[config.mk]
export PLATFORM = sky130hd
export DESIGN_NAME = presence_wake_sleep_controller
export DESIGN_NICKNAME = d
export VERILOG_FILES = /design/src/hdl/pwsc_pkg.sv /design/src/hdl/presence_wake_sleep_controller.sv
export SDC_FILE = /design/constraint.sdc
export NUM_CORES = 1
export LEC_CHECK = 0
export BUFFER_PORTS_ARGS = -buffer_cell sky130_fd_sc_hd__buf_2
export CORE_UTILIZATION = 60
export CTS_CLUSTER_SIZE = 14
export DETAILED_ROUTE_END_ITERATION = 8
export PLACE_DENSITY = 0.9
export SETUP_SLACK_MARGIN = 0.2
export SYNTH_ARGS = -nofsm -noshare
export SYNTH_HDL_FRONTEND = slang
export SYNTH_SLANG_ARGS = --single-unit
[constraint.sdc]
create_clock -name clock -period 11.16 [get_ports clock]
set_clock_uncertainty 0.1 [all_clocks]
set_input_delay 0.558 -clock clock [delete_from_list [all_inputs] [get_ports clock]]
set_output_delay 0.558 -clock clock [all_outputs]
set_load 0.005 [all_outputs]
[src/hdl/pwsc_pkg.sv]
`timescale 1ns / 1ps
// ---------------------------------------------------------------------------
// pwsc_pkg: shared types and constants of the presence wake/sleep controller
// Word layouts, zone and controller state codes, register map and reset
// values.
// ---------------------------------------------------------------------------
package pwsc_pkg;

   // Field widths
   localparam int RANGE_WIDTH   = 10;
   localparam int TIMER_WIDTH   = 16;
   localparam int CONFIRM_WIDTH = 8;
   localparam int STATE_WIDTH   = 3;
   localparam int ZONE_WIDTH    = 2;
   localparam int CSR_WIDTH     = 16;
   localparam int CSR_IDX_WIDTH = 3;

   // Register map
   typedef enum logic [CSR_IDX_WIDTH-1:0] {
      CSR_MIN_THRESHOLD     = 3'd0,
      CSR_ACTIVE_THRESHOLD  = 3'd1,
      CSR_ATTRACT_THRESHOLD = 3'd2,
      CSR_CONFIRM_TICKS     = 3'd3,
      CSR_WAKE_TICKS        = 3'd4,
      CSR_ABSENCE_TICKS     = 3'd5,
      CSR_SLEEP_TICKS       = 3'd6,
      CSR_FORCE_AWAKE       = 3'd7
   } csr_index_type;

   // Register reset values
   localparam logic [RANGE_WIDTH-1:0]   MIN_THRESHOLD_RST     = RANGE_WIDTH'(10);
   localparam logic [RANGE_WIDTH-1:0]   ACTIVE_THRESHOLD_RST  = RANGE_WIDTH'(60);
   localparam logic [RANGE_WIDTH-1:0]   ATTRACT_THRESHOLD_RST = RANGE_WIDTH'(150);
   localparam logic [CONFIRM_WIDTH-1:0] CONFIRM_TICKS_RST     = CONFIRM_WIDTH'(3);
   localparam logic [TIMER_WIDTH-1:0]   WAKE_TICKS_RST        = TIMER_WIDTH'(200);
   localparam logic [TIMER_WIDTH-1:0]   ABSENCE_TICKS_RST     = TIMER_WIDTH'(200);
   localparam logic [TIMER_WIDTH-1:0]   SLEEP_TICKS_RST       = TIMER_WIDTH'(200);

   // Committed / candidate zone codes
   typedef enum logic [ZONE_WIDTH-1:0] {
      ZONE_ABSENT  = 2'd0,
      ZONE_ATTRACT = 2'd1,
      ZONE_ACTIVE  = 2'd2,
      ZONE_MIN     = 2'd3
   } zone_type;

   // Reported system state codes
   localparam logic [STATE_WIDTH-1:0] CODE_ASLEEP   = 3'd0;
   localparam logic [STATE_WIDTH-1:0] CODE_ATTRACT  = 3'd1;
   localparam logic [STATE_WIDTH-1:0] CODE_WAKING   = 3'd2;
   localparam logic [STATE_WIDTH-1:0] CODE_AWAKE    = 3'd3;
   localparam logic [STATE_WIDTH-1:0] CODE_TO_SLEEP = 3'd4;

   // Controller state, one-hot
   typedef enum logic [4:0] {
      ST_ASLEEP   = 5'b00001,
      ST_ATTRACT  = 5'b00010,
      ST_WAKING   = 5'b00100,
      ST_AWAKE    = 5'b01000,
      ST_TO_SLEEP = 5'b10000
   } state_type;

   // Input word
   typedef struct packed {
      logic [RANGE_WIDTH-1:0] range_value;
      logic                   state_check;
   } req_word_type;

   // Result word
   typedef struct packed {
      logic [STATE_WIDTH-1:0] system_state;
      logic [ZONE_WIDTH-1:0]  zone;
      logic                   state_changed;
      logic [TIMER_WIDTH-1:0] ticks_left;
   } rsp_word_type;

   // Map the one-hot state onto its reported code
   function automatic logic [STATE_WIDTH-1:0] state_code(input state_type st);
      logic [STATE_WIDTH-1:0] code;
      unique case (st)
         ST_ASLEEP:   code = CODE_ASLEEP;
         ST_ATTRACT:  code = CODE_ATTRACT;
         ST_WAKING:   code = CODE_WAKING;
         ST_AWAKE:    code = CODE_AWAKE;
         ST_TO_SLEEP: code = CODE_TO_SLEEP;
         default:     code = CODE_ASLEEP;
      endcase
      return code;
   endfunction

   // Saturating tick counter step
   function automatic logic [TIMER_WIDTH-1:0] timer_advance(input logic [TIMER_WIDTH-1:0] t);
      return (t == {TIMER_WIDTH{1'b1}}) ? t : t + TIMER_WIDTH'(1);
   endfunction

   // Time remaining on a countdown, zero once expired
   function automatic logic [TIMER_WIDTH-1:0] timer_left(input logic [TIMER_WIDTH-1:0] elapsed,
                                                         input logic [TIMER_WIDTH-1:0] dur);
      return (elapsed < dur) ? dur - elapsed : '0;
   endfunction

endpackage

[src/hdl/presence_wake_sleep_controller.sv]
`timescale 1ns / 1ps
// ---------------------------------------------------------------------------
// presence_wake_sleep_controller: presence driven wake/sleep state machine
// Sorts range samples into zones, debounces the zone and steps a five-state
// wake/sleep controller with tick timers on state-check words.
// ---------------------------------------------------------------------------
//  channel | dir | handshake          | word
//  req     | in  | req_valid/req_stall | range_value, state_check
//  rsp     | out | rsp_valid/rsp_stall | system_state, zone, state_changed,
//          |     |                     | ticks_left
//  csr     | in  | csr_write           | csr_index, csr_data
//
// An accepted req word is held in the input register; its result is then
// registered in the result register, which raises rsp_valid. One word per
// cycle sustained while rsp is not stalled. The zone compare, debounce and
// controller step all sit between the input and result registers.
// Reset is synchronous and restores registers and controller state at once.
// A stall on rsp holds the result register and backs up into req_stall only
// when the input register is also full.
// ---------------------------------------------------------------------------
module presence_wake_sleep_controller (
   input  logic                                   clock,
   input  logic                                   reset,
   input  logic                                   req_valid,
   output logic                                   req_stall,
   input  pwsc_pkg::req_word_type                 req_word,
   output logic                                   rsp_valid,
   input  logic                                   rsp_stall,
   output pwsc_pkg::rsp_word_type                 rsp_word,
   input  logic                                   csr_write,
   input  logic [pwsc_pkg::CSR_IDX_WIDTH-1:0]     csr_index,
   input  logic [pwsc_pkg::CSR_WIDTH-1:0]         csr_data
);

   localparam int RW = pwsc_pkg::RANGE_WIDTH;
   localparam int TW = pwsc_pkg::TIMER_WIDTH;
   localparam int CW = pwsc_pkg::CONFIRM_WIDTH;

   // Configuration registers
   logic [RW-1:0] min_thr_ff, act_thr_ff, att_thr_ff;
   logic [CW-1:0] confirm_ticks_ff;
   logic [TW-1:0] wake_ticks_ff, absence_ticks_ff, sleep_ticks_ff;
   logic          force_awake_ff;

   // Pipeline registers
   logic                   in_valid_ff;
   pwsc_pkg::req_word_type in_word_ff;
   logic                   out_valid_ff;
   pwsc_pkg::rsp_word_type out_word_ff, out_word_in;

   // Controller state
   pwsc_pkg::zone_type  committed_ff, committed_in;
   pwsc_pkg::zone_type  pending_ff, pending_in;
   logic [CW-1:0]       confirm_cnt_ff, confirm_cnt_in;
   pwsc_pkg::state_type state_ff, state_in;
   logic [TW-1:0]       wake_el_ff, wake_el_in;
   logic [TW-1:0]       abs_el_ff, abs_el_in;
   logic [TW-1:0]       sleep_el_ff, sleep_el_in;
   logic                abs_run_ff, abs_run_in;

   logic advance;
   logic req_accept;

   assign advance    = !out_valid_ff || !rsp_stall;
   assign req_stall  = in_valid_ff && !advance;
   assign req_accept = req_valid && !req_stall;
   assign rsp_valid  = out_valid_ff;
   assign rsp_word   = out_word_ff;

   // Configuration writes
   always_ff @(posedge clock) begin
      if (reset) begin
         min_thr_ff       <= pwsc_pkg::MIN_THRESHOLD_RST;
         act_thr_ff       <= pwsc_pkg::ACTIVE_THRESHOLD_RST;
         att_thr_ff       <= pwsc_pkg::ATTRACT_THRESHOLD_RST;
         confirm_ticks_ff <= pwsc_pkg::CONFIRM_TICKS_RST;
         wake_ticks_ff    <= pwsc_pkg::WAKE_TICKS_RST;
         absence_ticks_ff <= pwsc_pkg::ABSENCE_TICKS_RST;
         sleep_ticks_ff   <= pwsc_pkg::SLEEP_TICKS_RST;
         force_awake_ff   <= 1'b0;
      end else if (csr_write) begin
         unique case (pwsc_pkg::csr_index_type'(csr_index))
            pwsc_pkg::CSR_MIN_THRESHOLD:     min_thr_ff       <= csr_data[RW-1:0];
            pwsc_pkg::CSR_ACTIVE_THRESHOLD:  act_thr_ff       <= csr_data[RW-1:0];
            pwsc_pkg::CSR_ATTRACT_THRESHOLD: att_thr_ff       <= csr_data[RW-1:0];
            pwsc_pkg::CSR_CONFIRM_TICKS:     confirm_ticks_ff <= csr_data[CW-1:0];
            pwsc_pkg::CSR_WAKE_TICKS:        wake_ticks_ff    <= csr_data[TW-1:0];
            pwsc_pkg::CSR_ABSENCE_TICKS:     absence_ticks_ff <= csr_data[TW-1:0];
            pwsc_pkg::CSR_SLEEP_TICKS:       sleep_ticks_ff   <= csr_data[TW-1:0];
            pwsc_pkg::CSR_FORCE_AWAKE:       force_awake_ff   <= csr_data[0];
            default: ;
         endcase
      end
   end

   // One tick: timers, zone sort, debounce, controller step
   always_comb begin
      pwsc_pkg::zone_type  cand;
      pwsc_pkg::zone_type  z;
      pwsc_pkg::state_type nxt;
      logic                close_z;
      logic [TW-1:0]       tl;
      logic                changed;

      wake_el_in  = pwsc_pkg::timer_advance(wake_el_ff);
      abs_el_in   = pwsc_pkg::timer_advance(abs_el_ff);
      sleep_el_in = pwsc_pkg::timer_advance(sleep_el_ff);
      abs_run_in  = abs_run_ff;
      tl          = '0;
      changed     = 1'b0;

      // zone sort, nearest threshold first
      priority if (in_word_ff.range_value <= min_thr_ff) cand = pwsc_pkg::ZONE_MIN;
      else if (in_word_ff.range_value <= act_thr_ff)     cand = pwsc_pkg::ZONE_ACTIVE;
      else if (in_word_ff.range_value <= att_thr_ff)     cand = pwsc_pkg::ZONE_ATTRACT;
      else                                               cand = pwsc_pkg::ZONE_ABSENT;

      // debounce with saturating count
      committed_in = committed_ff;
      if (cand == pending_ff) begin
         pending_in     = pending_ff;
         confirm_cnt_in = (confirm_cnt_ff == {CW{1'b1}}) ? confirm_cnt_ff
                                                         : confirm_cnt_ff + CW'(1);
         if (confirm_cnt_in >= confirm_ticks_ff) begin
            committed_in = cand;
         end
      end else begin
         pending_in     = cand;
         confirm_cnt_in = CW'(1);
      end

      z       = committed_in;
      close_z = (z == pwsc_pkg::ZONE_ACTIVE) || (z == pwsc_pkg::ZONE_MIN);
      nxt     = state_ff;

      // controller step on state-check words
      if (in_word_ff.state_check) begin
         if (force_awake_ff) begin
            nxt = pwsc_pkg::ST_AWAKE;
         end else begin
            unique case (state_ff)
               pwsc_pkg::ST_ASLEEP: begin
                  if (z == pwsc_pkg::ZONE_ATTRACT) nxt = pwsc_pkg::ST_ATTRACT;
                  else if (close_z)                nxt = pwsc_pkg::ST_WAKING;
               end
               pwsc_pkg::ST_ATTRACT: begin
                  if (close_z) begin
                     nxt = pwsc_pkg::ST_WAKING;
                  end else if (z == pwsc_pkg::ZONE_ABSENT) begin
                     sleep_el_in = '0;
                     nxt         = pwsc_pkg::ST_TO_SLEEP;
                  end
               end
               pwsc_pkg::ST_WAKING: begin
                  if (z == pwsc_pkg::ZONE_ABSENT)       nxt = pwsc_pkg::ST_ASLEEP;
                  else if (z == pwsc_pkg::ZONE_ATTRACT) nxt = pwsc_pkg::ST_ATTRACT;
                  else if (wake_el_in >= wake_ticks_ff) nxt = pwsc_pkg::ST_AWAKE;
               end
               pwsc_pkg::ST_AWAKE: begin
                  if (z == pwsc_pkg::ZONE_ATTRACT) begin
                     nxt = pwsc_pkg::ST_ATTRACT;
                  end else if (close_z) begin
                     abs_run_in = 1'b0;
                  end else begin
                     // absence countdown; a stale running flag keeps the old count
                     if (!abs_run_ff) begin
                        abs_el_in  = '0;
                        abs_run_in = 1'b1;
                     end
                     tl = pwsc_pkg::timer_left(abs_el_in, absence_ticks_ff);
                     if (abs_el_in >= absence_ticks_ff) begin
                        sleep_el_in = '0;
                        nxt         = pwsc_pkg::ST_TO_SLEEP;
                     end
                  end
               end
               pwsc_pkg::ST_TO_SLEEP: begin
                  if (z == pwsc_pkg::ZONE_ATTRACT) begin
                     nxt = pwsc_pkg::ST_ATTRACT;
                  end else if (close_z) begin
                     nxt = pwsc_pkg::ST_WAKING;
                  end else begin
                     tl = pwsc_pkg::timer_left(sleep_el_in, sleep_ticks_ff);
                     if (sleep_el_in >= sleep_ticks_ff) nxt = pwsc_pkg::ST_ASLEEP;
                  end
               end
               default: nxt = state_ff;
            endcase
         end
         if (nxt != state_ff) begin
            changed = 1'b1;
            if (nxt == pwsc_pkg::ST_WAKING) wake_el_in = '0;
         end
      end

      state_in                  = nxt;
      out_word_in.system_state  = pwsc_pkg::state_code(nxt);
      out_word_in.zone          = z;
      out_word_in.state_changed = changed;
      out_word_in.ticks_left    = tl;
   end

   // Input register
   always_ff @(posedge clock) begin
      if (reset) begin
         in_valid_ff <= 1'b0;
      end else if (req_accept) begin
         in_valid_ff <= 1'b1;
      end else if (advance) begin
         in_valid_ff <= 1'b0;
      end
   end

   always_ff @(posedge clock) begin
      if (req_accept) begin
         in_word_ff <= req_word;
      end
   end

   // Result register and controller state update
   always_ff @(posedge clock) begin
      if (reset) begin
         out_valid_ff   <= 1'b0;
         committed_ff   <= pwsc_pkg::ZONE_ABSENT;
         pending_ff     <= pwsc_pkg::ZONE_ABSENT;
         confirm_cnt_ff <= '0;
         state_ff       <= pwsc_pkg::ST_ASLEEP;
         wake_el_ff     <= '0;
         abs_el_ff      <= '0;
         sleep_el_ff    <= '0;
         abs_run_ff     <= 1'b0;
      end else if (advance) begin
         out_valid_ff <= in_valid_ff;
         if (in_valid_ff) begin
            committed_ff   <= committed_in;
            pending_ff     <= pending_in;
            confirm_cnt_ff <= confirm_cnt_in;
            state_ff       <= state_in;
            wake_el_ff     <= wake_el_in;
            abs_el_ff      <= abs_el_in;
            sleep_el_ff    <= sleep_el_in;
            abs_run_ff     <= abs_run_in;
         end
      end
   end

   always_ff @(posedge clock) begin
      if (advance && in_valid_ff) begin
         out_word_ff <= out_word_in;
      end
   end

endmodule

==> flow_summary.rst, run 1 <==
.. list-table::
   :header-rows: 1

   * - Metric
     - Value
   * - Number of enable-type register cells in the synthesized netlist
     - 33
   * - Setup violation total in the final timing report
     - 0
   * - Pin count of the biggest net entering global routing
     - slightly above 70
   * - ANT nets after route
     - 0
   * - TritonCTS sink count
     - 188
   * - Multiplexer fraction of the synthesized cell area
     - less than 1%
   * - Int Pwr
     - about 1.1 mW
   * - Placed Instance Area
     - about 12000 um2
   * - Global-route wire length before repair
     - 51.6 mm
   * - Leakage dissipation
     - 5.02 nW
   * - Portion of the clock cycle consumed by the worst path in the final layout
     - 51.9%
   * - Area taken by flip-flops and latches
     - 4090 um2
   * - Synth Area in Compound Gates
     - between 20 and 25%
   * - Final Wtd Congestion
     - between 0.9 and 1
   * - Htree depth
     - 4
   * - Cell area after technology mapping
     - 12100 um2
   * - Worst Setup Path Type
     - flip-flop to flip-flop
   * - Area leader, netlist
     - dfxtp_1
   * - Seq cells post-synth
     - 188
   * - Signed area change from the synthesized netlist to the final layout
     - 7.85%
   * - Clock buffer depth
     - 2
   * - Count of fill cells added during filler insertion
     - 1655
   * - Fin area
     - around 13000 um2
   * - Detail Placement HPWL
     - between 20 and 25 mm
   * - Iteration-0 DRC Markers
     - roughly 1100
   * - Total negative setup slack
     - 0 ps
   * - Avg Vias per Cell
     - 6.23
   * - Unrepaired setup endpoints after global routing
     - false
   * - Cell types occupying the most area after synthesis
     - dfxtp_1 26%, ha_1 9.4%, nand2_1 8.6%
   * - Share of layout cells above drive strength 1
     - between 8 and 9%
   * - Number of gates resized after cts
     - 0
   * - Endpoints failing hold
     - 0
   * - Portion of total power attributed to sequential cells
     - 46.1%
   * - Number of iterations in the first detailed-routing pass
     - 7
   * - Routed length per instance
     - 17.6 um
   * - Fraction of registers with async set/reset
     - 0%
   * - Mapped Avg Cell Area
     - 7.94 um2
   * - Footprint of the multi-input gates
     - 7400 um2
   * - Worst slew pin tran
     - ~1300 ps
   * - Final wirelength
     - 32.1 mm
   * - Die outline area
     - 20700 um2
   * - Kind of start point of the critical path
     - flip-flop
   * - Shortest clock period the worst path allows after layout
     - 5790 ps
   * - Net count, final
     - 1669
   * - Number of buffers inserted during clock tree synthesis
     - 17
   * - Starting Density
     - 61.8%
   * - I/O pin count
     - 59
   * - Height of the die
     - approximately 140 um
   * - Syn Nets
     - 1652
   * - Net switching power
     - 0.447 mW
   * - Number of global-route vias before repair
     - around 11000
   * - CTS Hold Buffers Added
     - 0
   * - Top flip-flop cell by instance count after synthesis
     - dfxtp_1
   * - Clock root cell
     - clkbuf_16
   * - Total routing resource utilization after global routing
     - 31.9%
   * - Power density normalized to cell area
     - 120 nW/um2
   * - Run status
     - complete, no violations
   * - Core region area
     - ~20000 um2
   * - Port bufs
     - 58
   * - Number of design rule violations left after detail routing
     - 0
   * - Sequential element share of the synthesized area
     - between 30% and 40%
   * - Arrival time worst endpoint
     - about 6000 ps
   * - Post-layout power
     - ~1.6 mW
   * - Synth top cells by count
     - 278 x nand2_1, 155 x dfxtp_1, 145 x a21oi_1, 116 x nor2_1, 91 x ha_1
   * - Clk Latency, worst-skew pair
     - ~450 ps
   * - Count of vias placed by the detailed router
     - approximately 11000
   * - Worst Path Required
     - 11360 ps
   * - Worst Hold Class
     - primary input to flip-flop
   * - Crit path capture type
     - flip-flop
   * - Row count
     - 51
   * - Synth top area share
     - 25.6%
   * - Initial antenna violation count
     - 3
   * - Most numerous cell in the Yosys netlist
     - nand2_1
   * - Number of pins exceeding their max-slew limit in the final report
     - 0
   * - Largest family of logic cells by synthesized area
     - simple AND/OR/NAND/NOR gates
   * - Max_slew headroom
     - approximately an eighth
   * - Max-cap violations
     - 0
   * - Final-layout worst hold slack
     - 185 ps
   * - Logic gate share of total power
     - 14.8%
   * - Final standard cell count with taps included and fillers excluded
     - 1821
   * - Maximum clock frequency
     - 0.173 GHz
   * - Maximum ir drop on the vdd rail
     - 0.000113 V
   * - Synthesized netlist cell count
     - between 1500 and 2000
   * - Post-Synth Simple-Gate Area
     - 25.4%
   * - Total instance count after detailed placement
     - 1787
   * - Number of buffers added for setup after CTS
     - 0
   * - Clk pin slew, worst setup/hold paths
     - 70 ps
   * - Clock tree from TritonCTS
     - yes
   * - Die span in x
     - 144 um
   * - GRT Residual Overflow
     - 0
   * - Unique cell type count in the Yosys netlist
     - 92
   * - Largest fanout on the critical path
     - 19
   * - Switching fraction of total power
     - 28.4%
   * - Post-synthesis share of cell area spent on xor and xnor gates
     - 4.92%
   * - Yosys warns
     - 0
   * - Adder-cell share of the synthesized area
     - 9.74%
   * - Part of the total power dissipated in the clock network
     - 39.1%
## metal layers
layer  wire length, um  share of wire (%)  GRT usage, %
met5                10              0.031             0
met4              1320                4.1          16.0
met3              2210                6.9          5.63
met2             15300                 48          54.0
met1             13200                 41          38.8
## cell type report
class	instances	area share [%]
multi-input cells	1189	56.7
flip-flops and latches	188	31.4
clock buffers	19	3.39
well taps	265	2.54
repair buffers	63	2.53
inverters	82	2.36
clock inverters	13	1.05
diodes	2	0.0384
## power groups by stage
| stage | clock, mW | combinational (mW) | sequential [mW] |
|---|---|---|---|
| final | 0.615 | 0.233 | 0.724 |
| after global routing | 0.642 | 0.253 | 0.726 |
| after CTS | 0.616 | 0.228 | 0.723 |
| after detailed placement | 0 | 0.225 | 0.738 |
| after global placement | 0 | 0.218 | 0.738 |
| after floorplan | 0 | 0.171 | 0.732 |
## sequential cells by signal, summed over array words and instances, names as in the netlist, 11 cells and up
name,cells
sleep_el_ff,16
sleep_ticks_ff,16
rsp_word,22
abs_el_ff,16
absence_ticks_ff,16
wake_ticks_ff,16
in_word_ff,11
wake_el_ff,16
## worst max-delay path: stages (launching register included)
cell and delay (ps):
dfxtp_1 450, and4_1 250, and3_1 210, nand4_1 150, nor2_1 250, nand2_1 100
or2_2 350, nand2b_1 200, nor2_1 110, and3_1 220, xor2_1 140, nand2_1 100
ha_1 390, nand3_1 110, or2_2 330, or4_1 530, nor2_1 120, nor3_1 80
nor3_2 910, nor2_1 270, nand3b_1 180, a21oi_1 80
## kinds of logic (layout without fill, tap and decap cells)
logic type,count (synthesis),in the layout
other,0,2
XOR/XNOR,68,68
adder cells (fa/ha/maj),93,93
AND/OR/NAND/NOR,651,651
flip-flops,188,188
multiplexers,11,11
buffers and inverters,147,177
AO/OA/AOI/OAI,366,366
## placed cells by master (no fill, tap or decap), types with 6 or more instances in the layout
cell type  count
nand2_1      277
dfxtp_1      155
a21oi_1      145
nor2_1       116
ha_1          91
inv_1         81
nand3_1       63
o21ai_0       60
buf_2         57
xnor2_1       43
nor3_1        41
edfxtp_1      33
nand4_1       29
xor2_1        25
o211ai_1      25
nand2b_1      20
and2_1        17
and3_1        17
clkbuf_16     17
a211oi_1      15
a21o_1        15
o21a_1        11
nor2b_1       11
or3_1         10
a31oi_1        8
a311oi_1       8
a22oi_1        8
mux2i_1        7
nand3b_1       7
and4_1         6
buf_4          6
## final timing paths
kind / from / endpoint / slack, ps / cells past startpoint
min reg2reg: min_thr_ff[4]$_SDFFE_PP0P_ / min_thr_ff[4]$_SDFFE_PP0P_ / 360 / 2
max: abs_el_ff[3]$_SDFFE_PP0P_ / sleep_el_ff[7]$_SDFFE_PP0P_ / 5370 / 21
max reg2reg: abs_el_ff[3]$_SDFFE_PP0P_ / sleep_el_ff[7]$_SDFFE_PP0P_ / 5370 / 21
min: req_word[3] / in_word_ff[3]$_DFFE_PP_ / 180 / 1
## through the flow
stage / worst slack, ps / util [%]
3_5_place_dp: 5480 / 63.6
4_1_cts: 5440 / 66.6
5_1_grt: 4830 / 66.6
2_1_floorplan: 6020 / -
3_3_place_gp: 5640 / 63.6
6_report: 5370 / 66.6
No activity file was read; power rests on OpenSTA's default activity.
==> inputs of run 2 (changes only) <==
Settings changed: CORE_UTILIZATION 60 to 57.
Clock period 11.16 ns to 5.1 ns, I/O delays scaled along.
==> run 2 against run 1 <==
Against the previous run:
- worst setup slack worse by 5000 ps
- critical path depth up 3
- global-route usage down 0.69 points
- clock power up 110%
- via count up 3.2%
- wire length up 5.8%
==> flow_summary.rst, run 2 (same netlist as run 1, synthesis figures left out) <==
.. list-table::
   :header-rows: 1

   * - Metric
     - Value
   * - Kind of start point of the critical path
     - flip-flop
   * - Endpoints failing hold
     - 0
   * - Total routing resource utilization after global routing
     - 31.2%
   * - Worst slew pin tran
     - around 1100 ps
   * - Reg2reg path depth
     - 24
   * - Max_slew headroom
     - 25.4%
   * - Count of fill cells added during filler insertion
     - ~1600
   * - Worst Hold Depth
     - 3
   * - Final Wtd Congestion
     - 0.948
   * - Flip-flop count of the largest register, all copies and words added
     - 22
   * - Number of iterations in the first detailed-routing pass
     - 7
   * - Commonest cells after routing, fill and taps aside
     - 277 x nand2_1, 149 x dfxtp_1, 141 x a21oi_1
   * - Peak per-stage delay on the critical path
     - 460 ps
   * - Starting Density
     - 59.0%
   * - Worst Setup Path Type
     - flip-flop to flip-flop
   * - Number of global-route vias before repair
     - 11080
   * - GRT Residual Overflow
     - 0
   * - Global-route wire length before repair
     - 54.0 mm
   * - End of the worst hold path
     - sleep_ticks_ff[12]$_SDFFE_PP0P_
   * - Portion of the clock cycle consumed by the worst path in the final layout
     - 92.9%
   * - Clock tree from TritonCTS
     - yes
   * - Arrival time worst endpoint
     - 4960 ps
   * - Signed area change from the synthesized netlist to the final layout
     - 13.8%
   * - Row count
     - 52
   * - TritonCTS sink count
     - between 150 and 200
   * - Largest fanout on the critical path
     - 6
   * - Startpoint of the worst-slack reg-to-reg timing path
     - abs_el_ff[0]$_SDFFE_PP0P_
   * - Total negative setup slack
     - 0 ps
   * - Die span in x
     - 148 um
   * - Maximum clock frequency
     - 0.211 GHz
   * - Crit path max-delay family
     - simple AND/OR/NAND/NOR gates
   * - Slowest-stage cell, CP
     - dfxtp_1
   * - I/O pin count
     - 59
   * - Detail Placement HPWL
     - 23.4 mm
   * - Power density normalized to cell area
     - 251 nW/um2
   * - Htree depth
     - 4
   * - Number of buffers and inverters on the critical path
     - 3
   * - Clock root cell
     - clkbuf_16
   * - Crit path capture type
     - flip-flop
   * - Placed Instance Area
     - ~13000 um2
   * - Core region area
     - 20500 um2
   * - Setup violation total in the final timing report
     - 0
   * - Avg Vias per Cell
     - 6.22
   * - Clk pin slew, worst setup/hold paths
     - ~80 ps
   * - Worst Hold Class
     - primary input to flip-flop
   * - Unrepaired setup endpoints after global routing
     - false
   * - Leakage dissipation
     - ~5.3 nW
   * - Critical path cell sequence
     - ha_2 > nand2_1 > nor2_2 > nand2_1 > or2_4 > nand2b_4 > nor2_2 > and3_4 > xor2_1 > nand2_1 > buf_4 > ha_4 > a21oi_2 > o211ai_1 > a221o_1 > nor2_2 > nor3b_4 > o21bai_1 > a211oi_2 > buf_4 > o2111ai_4 > buf_6 > o211ai_1 > nand3_1
   * - Net count, final
     - roughly 1700
   * - Register-to-register path setup slack
     - 360 ps
   * - PnR worst setup slack
     - 361 ps
   * - Port bufs
     - 58
   * - Beginning of the worst hold path
     - csr_data[12]
   * - Iteration-0 DRC Markers
     - 884
   * - Shortest clock period the worst path allows after layout
     - 4740 ps
   * - Count of vias placed by the detailed router
     - 11715
   * - ANT nets after route
     - 0
   * - Pin count of the biggest net entering global routing
     - 75
   * - Initial antenna violation count
     - 0
   * - Number of design rule violations left after detail routing
     - 0
   * - Fin area
     - 13800 um2
   * - Number of buffers inserted during clock tree synthesis
     - 17
   * - Number of pins exceeding their max-slew limit in the final report
     - 0
   * - Clk Latency, worst-skew pair
     - 440 ps
   * - Share of layout cells above drive strength 1
     - about 14%
   * - Height of the die
     - 148 um
   * - Max-cap violations
     - 0
   * - Antenna cells
     - 0
   * - Final wirelength
     - between 30 and 40 mm
   * - Worst reg2reg endpoint
     - wake_el_ff[15]$_SDFFE_PP0P_
   * - Worst Path Required
     - 5330 ps
   * - Die outline area
     - 21800 um2
   * - Maximum ir drop on the vdd rail
     - 0.000266 V
   * - Placement-stage worst setup slack
     - 59.4 ps
   * - Routed length per instance
     - 18.0 um
   * - Clock buffer depth
     - 2
   * - Run status
     - complete, no violations
   * - Most common cell after layout, fill and taps aside
     - nand2_1
run 2: layout make-up:
type	count	area (um2)	share of cell area, %
tap	270	338	2.45
clock buffer	21	460	3.34
inverter	82	308	2.24
timing repair buffer	121	825	5.99
clock inverter	11	101	0.736
multi-input combinational	1189	7640	55.5
sequential	188	4100	29.8
run 2: worst max path at each step:
stage / startpoint / slack, ps / depth (start not counted) / endpoint
3_5_place_dp: abs_el_ff[6]$_SDFFE_PP0P_ / 60 / 23 / rsp_word[20]$_DFFE_PP_
4_1_cts: confirm_cnt_ff[0]$_SDFFE_PP0P_ / 220 / 19 / wake_el_ff[6]$_SDFFE_PP0P_
6_report: abs_el_ff[0]$_SDFFE_PP0P_ / 360 / 24 / wake_el_ff[15]$_SDFFE_PP0P_
2_1_floorplan: abs_el_ff[3]$_SDFFE_PP0P_ / 250 / 22 / wake_el_ff[0]$_SDFFE_PP0P_
5_1_grt: abs_el_ff[0]$_SDFFE_PP0P_ / 130 / 24 / wake_el_ff[13]$_SDFFE_PP0P_
3_3_place_gp: abs_el_ff[6]$_SDFFE_PP0P_ / 230 / 22 / wake_el_ff[2]$_SDFFE_PP0P_
run 2: stage by stage:
step / total power [mW] / util, % / std cells / hold slack, ps
final: 3.46 / 67.2 / 1882 / 21.4
after global routing: 3.57 / 67.2 / 1882 / 18.7
after CTS: 3.42 / 65.9 / 1873 / 7.93
after detailed placement: 2.14 / 62.2 / 1823 / 333
after global placement: 2.12 / 62.2 / 1823 / 332
after floorplan: 1.98 / - / 1524 / 254
run 2: worst reg2reg max path: cells and delay by family (launching register included):
| family | cells | cell delay, ps |
|---|---|---|
| adder cells (fa/ha/maj) | 2 | 520 |
| XOR/XNOR | 1 | 120 |
| flip-flops | 1 | 460 |
| AO/OA/AOI/OAI | 7 | 1420 |
| buffers and inverters | 3 | 570 |
| AND/OR/NAND/NOR | 11 | 1450 |
run 2: where the power goes:
group	switching [mW]	internal, mW	leakage [nW]
sequential	0.0368	1.55	1.58
clock	0.628	0.666	0.272
combinational	0.363	0.216	3.48
total	1.03	2.43	5.33
run 2: metal layers:
metal / wire length [um] / GRT usage, % / vias to the layer above
li1: - / - / 5547
met1: 13500 / 38.2 / 5493
met2: 16300 / 53.4 / 564
met3: 2850 / 6.11 / 111
met4: 1230 / 13.0 / 0
met5: 0 / 0 / -
run 2: what timing repair did:
action	in CTS	in global routing
hold endpoints to repair	13	1
setup buffers	5	8
hold buffers	13	1
setup endpoints to repair	26	60
resized for setup	10	49
pin swaps	5	24
